**src/dqpd_pkg.sv**
```systemverilog
// Shared types and codes for the deque with positional delete.
`timescale 1ns / 1ps

package dqpd_pkg;

	// Default size of the node pool.
	localparam int DQPD_DEPTH_DEF = 64;

	// Request codes.
	localparam logic [2:0] REQ_PUSH_BACK  = 3'd0;
	localparam logic [2:0] REQ_PUSH_FRONT = 3'd1;
	localparam logic [2:0] REQ_POP_BACK   = 3'd2;
	localparam logic [2:0] REQ_POP_FRONT  = 3'd3;
	localparam logic [2:0] REQ_DELETE_AT  = 3'd4;

	// Status codes.
	localparam logic [1:0] ST_OK    = 2'd0;
	localparam logic [1:0] ST_EMPTY = 2'd1;
	localparam logic [1:0] ST_FULL  = 2'd2;

	// One request transaction.
	typedef struct packed {
		logic [2:0]         req_type;
		logic signed [31:0] value;
		logic [9:0]         position;
	} dqpd_req_t;

	// One result transaction.
	typedef struct packed {
		logic [1:0]         status;
		logic signed [31:0] removed_value;
		logic [6:0]         entry_count;
	} dqpd_rsp_t;

endpackage

```
**src/dqpd_ram.sv**
```systemverilog
// Generic single-write, single-read RAM with a registered read port.
`timescale 1ns / 1ps

module dqpd_ram #(
	parameter int WIDTH = 32,
	parameter int DEPTH = 64,
	localparam int AW = $clog2(DEPTH)
) (
	input  logic             clk,
	input  logic             we,
	input  logic [AW-1:0]    waddr,
	input  logic [WIDTH-1:0] wdata,
	input  logic [AW-1:0]    raddr,
	output logic [WIDTH-1:0] rdata
);

	logic [WIDTH-1:0] mem [DEPTH];

	// Write port and registered read port.
	always_ff @(posedge clk) begin
		if (we) begin
			mem[waddr] <= wdata;
		end
		rdata <= mem[raddr];
	end

endmodule

```
**src/deque_with_positional_delete.sv**
```systemverilog
// Deque of signed 32-bit values kept as a doubly linked list in a node pool.
// A delete at a position follows the links through the next-pointer memory.
// One transaction is processed at a time; a new one is taken while a result still waits.
// Reset clears head, tail, count and the free-stack fill mark; the node
// memories need no clearing pass.
`timescale 1ns / 1ps

module deque_with_positional_delete
	import dqpd_pkg::*;
#(
	parameter int DEPTH = DQPD_DEPTH_DEF
) (
	input  logic      clk,
	input  logic      arst_n,
	input  logic      req_valid,
	output logic      req_stall,
	input  dqpd_req_t req,
	output logic      rsp_valid,
	input  logic      rsp_stall,
	output dqpd_rsp_t rsp
);

	localparam int AW = $clog2(DEPTH);
	localparam int IW = $clog2(DEPTH + 1);
	localparam int CW = (IW > 10) ? IW : 10;
	localparam logic [IW-1:0] NIL = IW'(DEPTH);

	typedef enum logic [3:0] {
		S_IDLE,
		S_DECIDE,
		S_ALLOC,
		S_LINK1,
		S_LINK2,
		S_WALK_RD,
		S_WALK_WT,
		S_FETCH,
		S_UNLINK,
		S_FINISH
	} state_t;

	state_t state_q;

	// Latched request.
	logic [2:0]  type_q;
	logic [31:0] val_q;
	logic [9:0]  pos_q;

	// List bookkeeping.
	logic [IW-1:0] head_q, tail_q, held_q, hwm_q;
	logic [IW-1:0] node_q, cur_q;
	logic [9:0]    cnt_q;
	logic [1:0]    status_q;
	logic [31:0]   removed_q;

	// Memory ports.
	logic          val_we, next_we, prev_we, free_we;
	logic [AW-1:0] val_waddr, next_waddr, prev_waddr, free_waddr;
	logic [AW-1:0] next_raddr, tgt_raddr, free_raddr;
	logic [31:0]   val_wdata, val_rdata;
	logic [IW-1:0] next_wdata, next_rdata, prev_wdata, prev_rdata;
	logic [AW-1:0] free_wdata, free_rdata;

	// Derived values.
	logic          is_back, is_push, is_remove, empty, full;
	logic          head_ok, tail_ok, cur_ok, p_ok, q_ok;
	logic [IW-1:0] held_dec;
	logic [CW-1:0] pos_ext, held_ext;
	logic [IW+6:0] count_ext;

	assign is_back   = (type_q == REQ_PUSH_BACK);
	assign is_push   = (type_q == REQ_PUSH_BACK) || (type_q == REQ_PUSH_FRONT);
	assign is_remove = (type_q == REQ_POP_BACK) || (type_q == REQ_POP_FRONT)
		|| (type_q == REQ_DELETE_AT);
	assign head_ok   = (head_q < NIL);
	assign tail_ok   = (tail_q < NIL);
	assign cur_ok    = (cur_q < NIL);
	assign p_ok      = (prev_rdata < NIL);
	assign q_ok      = (next_rdata < NIL);
	assign empty     = (held_q == '0) || !head_ok || !tail_ok;
	assign full      = (held_q >= NIL);
	assign held_dec  = held_q - 1'b1;
	assign pos_ext   = CW'(pos_q);
	assign held_ext  = CW'(held_q);
	assign count_ext = {7'b0, held_q};

	// Read addresses: the walk reads links at the cursor, the unlink reads the target.
	assign next_raddr = (state_q == S_WALK_RD) ? cur_q[AW-1:0] : node_q[AW-1:0];
	assign tgt_raddr  = node_q[AW-1:0];
	assign free_raddr = held_q[AW-1:0];

	// Write ports for linking, unlinking and returning a node to the free stack.
	always_comb begin
		val_we     = 1'b0;
		val_waddr  = node_q[AW-1:0];
		val_wdata  = val_q;
		next_we    = 1'b0;
		next_waddr = node_q[AW-1:0];
		next_wdata = NIL;
		prev_we    = 1'b0;
		prev_waddr = node_q[AW-1:0];
		prev_wdata = NIL;
		free_we    = 1'b0;
		free_waddr = held_dec[AW-1:0];
		free_wdata = node_q[AW-1:0];
		unique case (state_q)
			S_LINK1: begin
				val_we  = 1'b1;
				next_we = 1'b1;
				prev_we = 1'b1;
				if (is_back) begin
					next_wdata = NIL;
					prev_wdata = tail_q;
				end else begin
					next_wdata = head_q;
					prev_wdata = NIL;
				end
			end
			S_LINK2: begin
				if (is_back) begin
					next_we    = tail_ok;
					next_waddr = tail_q[AW-1:0];
					next_wdata = node_q;
				end else begin
					prev_we    = head_ok;
					prev_waddr = head_q[AW-1:0];
					prev_wdata = node_q;
				end
			end
			S_UNLINK: begin
				next_we    = p_ok;
				next_waddr = prev_rdata[AW-1:0];
				next_wdata = next_rdata;
				prev_we    = q_ok;
				prev_waddr = next_rdata[AW-1:0];
				prev_wdata = prev_rdata;
				free_we    = 1'b1;
			end
			default: begin
			end
		endcase
	end

	assign req_stall = (state_q != S_IDLE);

	// Sequencer, list registers and the result register.
	always_ff @(posedge clk or negedge arst_n) begin
		if (!arst_n) begin
			state_q   <= S_IDLE;
			head_q    <= NIL;
			tail_q    <= NIL;
			held_q    <= '0;
			hwm_q     <= '0;
			rsp_valid <= 1'b0;
		end else begin
			// The result is raised when issued and dropped once it has been taken.
			if (state_q == S_FINISH && (!rsp_valid || !rsp_stall)) begin
				rsp_valid <= 1'b1;
			end else if (rsp_valid && !rsp_stall) begin
				rsp_valid <= 1'b0;
			end
			unique case (state_q)
				S_IDLE: begin
					if (req_valid) begin
						type_q  <= req.req_type;
						val_q   <= req.value;
						pos_q   <= req.position;
						state_q <= S_DECIDE;
					end
				end
				S_DECIDE: begin
					status_q  <= ST_OK;
					removed_q <= '0;
					priority if (is_push) begin
						if (full) begin
							status_q <= ST_FULL;
							state_q  <= S_FINISH;
						end else if (held_q < hwm_q) begin
							state_q <= S_ALLOC;
						end else begin
							// At or above the fill mark the free stack is bypassed: node held_q has never been used.
							node_q  <= held_q;
							state_q <= S_LINK1;
						end
					end else if (is_remove) begin
						if (empty) begin
							status_q <= ST_EMPTY;
							state_q  <= S_FINISH;
						end else if (type_q == REQ_POP_BACK) begin
							node_q  <= tail_q;
							state_q <= S_FETCH;
						end else if (type_q == REQ_POP_FRONT || pos_q <= 10'd1) begin
							node_q  <= head_q;
							state_q <= S_FETCH;
						end else if (pos_ext >= held_ext) begin
							node_q  <= tail_q;
							state_q <= S_FETCH;
						end else begin
							cur_q   <= head_q;
							cnt_q   <= 10'd1;
							state_q <= S_WALK_RD;
						end
					end else begin
						state_q <= S_FINISH;
					end
				end
				S_ALLOC: begin
					node_q  <= IW'(free_rdata);
					state_q <= S_LINK1;
				end
				S_LINK1: begin
					state_q <= S_LINK2;
				end
				S_LINK2: begin
					if (is_back) begin
						if (!tail_ok) begin
							head_q <= node_q;
						end
						tail_q <= node_q;
					end else begin
						if (!head_ok) begin
							tail_q <= node_q;
						end
						head_q <= node_q;
					end
					held_q <= held_q + 1'b1;
					if (held_q >= hwm_q) begin
						hwm_q <= held_q + 1'b1;
					end
					state_q <= S_FINISH;
				end
				S_WALK_RD: begin
					// Follow one next link per pass through the read and wait states until the position is reached.
					if (cnt_q < pos_q && cur_ok) begin
						state_q <= S_WALK_WT;
					end else begin
						node_q  <= cur_ok ? cur_q : tail_q;
						state_q <= S_FETCH;
					end
				end
				S_WALK_WT: begin
					cur_q   <= next_rdata;
					cnt_q   <= cnt_q + 1'b1;
					state_q <= S_WALK_RD;
				end
				S_FETCH: begin
					state_q <= S_UNLINK;
				end
				S_UNLINK: begin
					if (!p_ok) begin
						head_q <= next_rdata;
					end
					if (!q_ok) begin
						tail_q <= prev_rdata;
					end
					removed_q <= val_rdata;
					held_q    <= held_dec;
					state_q   <= S_FINISH;
				end
				S_FINISH: begin
					if (!rsp_valid || !rsp_stall) begin
						rsp.status        <= status_q;
						rsp.removed_value <= removed_q;
						rsp.entry_count   <= count_ext[6:0];
						state_q           <= S_IDLE;
					end
				end
				default: begin
					state_q <= S_IDLE;
				end
			endcase
		end
	end

	// Node pool memories and the free stack.
	dqpd_ram #(.WIDTH(32), .DEPTH(DEPTH)) u_value_ram (
		.clk   (clk),
		.we    (val_we),
		.waddr (val_waddr),
		.wdata (val_wdata),
		.raddr (tgt_raddr),
		.rdata (val_rdata)
	);

	dqpd_ram #(.WIDTH(IW), .DEPTH(DEPTH)) u_next_ram (
		.clk   (clk),
		.we    (next_we),
		.waddr (next_waddr),
		.wdata (next_wdata),
		.raddr (next_raddr),
		.rdata (next_rdata)
	);

	dqpd_ram #(.WIDTH(IW), .DEPTH(DEPTH)) u_prev_ram (
		.clk   (clk),
		.we    (prev_we),
		.waddr (prev_waddr),
		.wdata (prev_wdata),
		.raddr (tgt_raddr),
		.rdata (prev_rdata)
	);

	dqpd_ram #(.WIDTH(AW), .DEPTH(DEPTH)) u_free_ram (
		.clk   (clk),
		.we    (free_we),
		.waddr (free_waddr),
		.wdata (free_wdata),
		.raddr (free_raddr),
		.rdata (free_rdata)
	);

endmodule

```
**config.mk**
```make
export PLATFORM = sky130hd
export DESIGN_NAME = deque_with_positional_delete
export DESIGN_NICKNAME = d
export VERILOG_FILES = /design/src/dqpd_pkg.sv /design/src/dqpd_ram.sv /design/src/deque_with_positional_delete.sv
export SDC_FILE = /design/constraint.sdc
export NUM_CORES = 2
export LEC_CHECK = 0
export BUFFER_PORTS_ARGS = -buffer_cell sky130_fd_sc_hd__buf_2
export CAP_MARGIN = 20
export CELL_PAD_IN_SITES_DETAIL_PLACEMENT = 1
export CELL_PAD_IN_SITES_GLOBAL_PLACEMENT = 1
export CORE_MARGIN = 1
export CORE_UTILIZATION = 30
export DETAILED_ROUTE_END_ITERATION = 6
export PLACE_DENSITY_LB_ADDON = 0.1
export SYNTH_ARGS = -nofsm -noshare
export SYNTH_HDL_FRONTEND = slang
export SYNTH_HIERARCHICAL = 1
export SYNTH_SLANG_ARGS = --single-unit
```
**constraint.sdc**
```tcl
create_clock -name clk -period 5.34 [get_ports clk]
set_input_delay 0.534 -clock clk [delete_from_list [all_inputs] [get_ports clk]]
set_output_delay 0.534 -clock clk [all_outputs]
set_load 0.005 [all_outputs]
```
# Word-level counts from Yosys, hierarchy flattened
# Memory sizes are Yosys's and may differ from the RTL's. A register that Yosys moved wholly into a read port is not among the register bits.
# Index checks and enable logic that the tools add are counted.
# word_totals
ram_bits,3328
elab_cells,178
mem_bits_ro,0
latchBits,0
in_bits,49
output_inout_bits,43
mem_count,4
register_bits,177
# mem_list
name,depth,width,read_ports,rd_clocked_by_memory_dff,write_ports,line,source
u_value_ram.mem,64,32,1,1,1,dqpd_ram.sv:17,logic [WIDTH-1:0] mem [DEPTH];
u_next_ram.mem,64,7,1,1,1,dqpd_ram.sv:17,
u_prev_ram.mem,64,7,1,1,1,dqpd_ram.sv:17,
u_free_ram.mem,64,6,1,1,1,dqpd_ram.sv:17,
# classes
mux,78
n_reduce_logical,34
div,0
add_sub_neg,3
bitwise_logic,0
n_mul,0
n_eq_ne,31
order_cmp,11
shift,0
# ops
op,count
2-to-1 mux 7 bit,26
case mux 32 bit (2 select lines),1
case mux 7 bit (3 select lines),3
2-to-1 mux 10 bit,6
case mux 7 bit (2 select lines),4
case mux 4 bit (9 select lines),1
< comparator 7 bit (second input constant),5
2-to-1 mux 4 bit,6
case mux 6 bit (2 select lines),2
inequality test 2 bit (second input constant),10
case mux 10 bit (2 select lines),1
2-to-1 mux 1 bit,18
2-to-1 mux 6 bit,3
inequality test 3 bit (second input constant),6
== test 4 x 3 -> 1 bit (second input constant),4
AND reduction 8 bit,2
AND reduction 3 bit,4
adder 10 x 1 -> 10 bit (second input constant),1
greater-or-equal comparator 10 x 7 -> 1 bit,1
<= comparator 10 x 1 -> 1 bit (second input constant),1
< comparator 10 bit,1
2-to-1 mux 2 bit,5
== test 4 x 2 -> 1 bit (second input constant),2
== test 4 bit (second input constant),2
23 further kinds,42

# Depth between registers and ports, before layout
# depth
depth_word,8
ltp_mapped,13
ltp_nobuf,8

# Modules after synthesis
# Netlist, hierarchy kept.
# modules_own_cells
mod,n_inst,seq_area_each_um2,area_per_inst_um2,cells_each
dqpd_ram (u_value_ram),1,62139.6,78515.3,3324
dqpd_ram (u_next_ram ...),2,13593.0,17635.7,827
dqpd_ram (u_free_ram),1,11651.2,15229.6,722
deque_with_positional_delete,1,5152.4,8162.8,638

# Worst setup path after synthesis
# OpenSTA, ideal clock, no wires.
# synth_timing
kind,flip-flop to flip-flop
start,register node_q[5]
end,memory u_value_ram.mem[49][0] (enable)
stages_incl_launch_ff,4
setup_slack_ns,0.760
setup_ns,0.461
arrival_ns,4.119
required_ns,4.879
period_less_slack_ns,4.580
path_cell_list,edfxtp_1 clkbuf_1 nand4_1 nor3_1
# synth_lines
element,line,source
"start, declared",deque_with_positional_delete.sv:50,"logic [IW-1:0] node_q, cur_q;"
"start signal, assigned",deque_with_positional_delete.sv:181,node_q <= held_q;
"start signal, assigned",deque_with_positional_delete.sv:189,node_q <= tail_q;
"start signal, assigned",deque_with_positional_delete.sv:192,node_q <= head_q;
"end, declared",dqpd_ram.sv:17,
# No word-level cell before the write port.

# Worst setup path after layout
# layout_timing
start,register state_q[2]
end,memory u_prev_ram/mem[8][3] (netlist name) (enable)
# layout_between
word_cells_on_any_way,7
cone_classes,3 x eq/ne; 4 x mux
# layout_lines
element,line,source
"start, declared",deque_with_positional_delete.sv:41,state_t state_q;
"start signal, assigned",deque_with_positional_delete.sv:148,state_q <= S_IDLE;
"start signal, assigned",deque_with_positional_delete.sv:167,state_q <= S_DECIDE;
"start signal, assigned",deque_with_positional_delete.sv:176,state_q <= S_FINISH;
== test 4 bit / == test 4 x 3 -> 1 bit (equally long branches),deque_with_positional_delete.sv:105,unique case (state_q)
case mux 6 bit (2 select lines) *,deque_with_positional_delete.sv:105,
net prev_waddr[0],deque_with_positional_delete.sv:57,"logic [AW-1:0] val_waddr, next_waddr, prev_waddr, free_waddr;"
"end, declared",dqpd_ram.sv:17,
# Mark *: on every way through the listed nets, which the timed path passes. The rest lies on a longest branch.

==> qor.yml <==
finalNetCount: 6911
n_fill_cell: 43700
synth-simple-area-share_pct: 2.75
ir_drop_mv: 0.417
cts.path.max_buffers: 4
synth_flop_cell: "edfxtp_1"
crit_required_ns: 5.87
hp-class: "input pin to asynchronous set/reset pin"
drive_above_1_share_pct: 27.1
yosysSeqAreaShare_pct: 77.4
placed_cells: 12400
synth_top_cell_area_share_pct: 76.0
overflow: 0
critPathArrivalTime_ns: 4.67
finalMaxSlewViolations: 0
cts_sinks: 3557
synth_edf_count: 3472
track_usage_pct: 17.9
outcome: "finished clean"
area_growth_pct: 16.6
root_buffer: "clkbuf_16"
hold_viol_final: 0
avgSynthCellArea_um2: 21.6
cts-resized-gates: 0
setup_viol: 0
timing.fmax_mhz: 242
leakage_nw: 49.9
whs_ns: 0.197
critPathTopFamily: "simple AND/OR/NAND/NOR gates"
fp.dieW_um: 678
pwr_density_cell_mw_per_mm2: 489
layout.cells.non_filler: 13100
dr.pass1.iters: 5
die_area_mm2: 0.460
synth_fp_nets: 6414
placed_cell_area_mm2: 0.147
wire_per_inst_um: 31.7
clk_latency_ns: 0.99
critPathMaxStageDelay_ns: 0.74
fin_setup_tns_ns: 0
cpMostUsedCell: "nand2_1"
synth_seq_cells: 3557
die_h_um: 678
vias_per_cell: 5.07
coreArea_mm2: 0.454
hold_buffers: 48
tightest_slew_ns: 1.11
start_kind: "register"
slew_headroom_pct: 25.6
yosysTopAreaCell: "edfxtp_1"
post-route-period-util_pct: 77.5
synth_area_mm2: 0.137
grt_max_degree: 104
antenna_found_initial: 39
synth.distinct_cells: 79
drc: 0
synth_compound_area_share_pct: 2.61
place.port_buffers: 91
postCtsSetupRepairBufs: 0
vias: 66600
fin_area_mm2: 0.160
synthMuxAreaShare_pct: 15.5
async_flop_share_pct: 0.928
yosys-top-cells-area: "edfxtp_1 (76%), mux4_2 (14%), mux2i_1 (1.1%), nor2_1 (1.1%), dfxtp_1 (0.76%)"
cts_tree: "built"
synth_cells: 6338
cts.clk_slew.worst_paths_ns: 0.07
layout_commonest_cell: "edfxtp_1"
cts_buffers: 408
start_util_pct: 30.2
rsz0062_at_grt: "no"
dp.final_hpwl_mm: 251
io_pins: 92
synth_xor_area_share_pct: 0.115
yosysWarningCount: 6
synth-adder-area-share_pct: 0.246
htreeDepth: 5
synth_top_family_by_area: "multiplexers"
cap_violations: 0
path_buf_inv: 0
power.total_mw: 78.3
end_kind: "register"
grt_pass1_vias: 71500
layout_common_cells: "edfxtp_1 (3472), mux4_2 (855), clkbuf_16 (414)"
drt-initial-drc-count: 5632
path_max_fanout: 10
placementRows: 247
ant_nets: 0
min_period_ns: 4.14
cpMaxStageDelayCell: "nor2_1"
globalplace.congestion: 0.763
drt-total-wl_mm: 417
path_cells: "nand2b_4 -> or3_1 -> nand2_4 -> nand2_1 -> a221o_1 -> nor2b_1 -> nand2_1 -> nor2_1"
grt_pass1_wl_mm: 583
skew_ns: 0.0933
crit_type: "register to register"
cells in the mapped netlist, types with 12 or more instances:
| cell | n |
|---|---|
| mux4_2 | 855 |
| mux2_2 | 27 |
| o22ai_1 | 121 |
| edfxtp_1 | 3472 |
| dfrtp_1 | 31 |
| o21ai_0 | 36 |
| nand2b_1 | 31 |
| ha_1 | 27 |
| a221o_1 | 25 |
| nand4_1 | 12 |
| nand3b_1 | 18 |
| buf_6 | 25 |
| buf_1 | 22 |
| o221ai_1 | 59 |
| buf_4 | 39 |
| buf_2 | 108 |
| xnor2_1 | 13 |
| a22oi_1 | 32 |
| o21ai_1 | 16 |
| and3_1 | 52 |
| nand2_1 | 105 |
| inv_1 | 31 |
| dfxtp_1 | 52 |
| a211oi_1 | 19 |
| nand3_1 | 50 |
| clkbuf_1 | 143 |
| o31ai_1 | 18 |
| mux2i_1 | 153 |
| a21oi_1 | 114 |
| nor2b_1 | 34 |
| nor2_1 | 392 |
| nor3_1 | 40 |
| or3_1 | 16 |
registers in the layout (all words and copies together), names as in the netlist, 10 cells and up:
signal             cells
u_value_ram/mem     2048
cnt_q                 10
removed_q             32
rsp                   41
u_prev_ram/mem       448
u_next_ram/mem       448
val_q                 32
u_free_ram/mem       384
u_value_ram/rdata     32
pos_ext               10
power breakdown:
group | switching, mW | internal (mW)
combinational | 11.4 | 5.97
sequential | 0.737 | 32.9
clock | 11.5 | 15.8
worst paths after layout:
check | slack [ns] | startpoint | cells after the start | end
min in group clk | 0.27 | req[31] | 2 | val_q[21]$_DFFE_PP_
setup reg to reg | 1.20 | state_q[2]$_DFFE_PN0P_ | 8 | u_prev_ram/mem[8][3]$_DFFE_PP_
setup / recovery | 1.20 | state_q[2]$_DFFE_PN0P_ | 8 | u_prev_ram/mem[8][3]$_DFFE_PP_
hold reg to reg | 0.42 | removed_q[16]$_SDFFCE_PN0P_ | 0 | rsp[23]$_DFFE_PP_
hold / removal | 0.20 | arst_n | 2 | state_q[1]$_DFFE_PN0P_
max in group asynchronous | 4.37 | arst_n | 3 | held_q[1]$_DFFE_PN0N_
kinds of logic (layout without fill, tap and decap cells):
logic type               after synthesis  after routing
flip-flops                          3557           3557
multiplexers                        1041           1041
AND/OR/NAND/NOR                      802            802
AO/OA/AOI/OAI                        518            518
buffers and inverters                375           1200
adder cells (fa/ha/maj)               27             27
XOR/XNOR                              18             18
other                                  0              8
cell type report:
class / count / area, um2 / share of cell area [%]
inverter: 32 / 120 / 0.0751
antenna: 8 / 20.0 / 0.0125
tap: 5976 / 7480 / 4.67
timing repair buffer: 430 / 3540 / 2.22
clock buffer: 518 / 10900 / 6.80
multi-input combinational: 2406 / 29800 / 18.6
sequential: 3557 / 106000 / 66.4
clock inverter: 220 / 2010 / 1.25
stage by stage:
stage | worst slack [ns] | utilization [%]
finish | 1.20 | 35.2
global route | 0.980 | 35.2
CTS | 1.19 | 35.2
detailed placement | 1.22 | 32.3
global placement | 1.24 | 32.3
floorplan | 0.760 | -
metal layers:
layer	GRT usage (%)	vias up	share of wire, %
li1	-	27700	-
met1	25.5	36900	46
met2	29.4	1524	48
met3	2.23	483	4.2
met4	3.45	0	2.0
met5	0	-	0
Note: power is estimated with default switching activity, not from simulation.
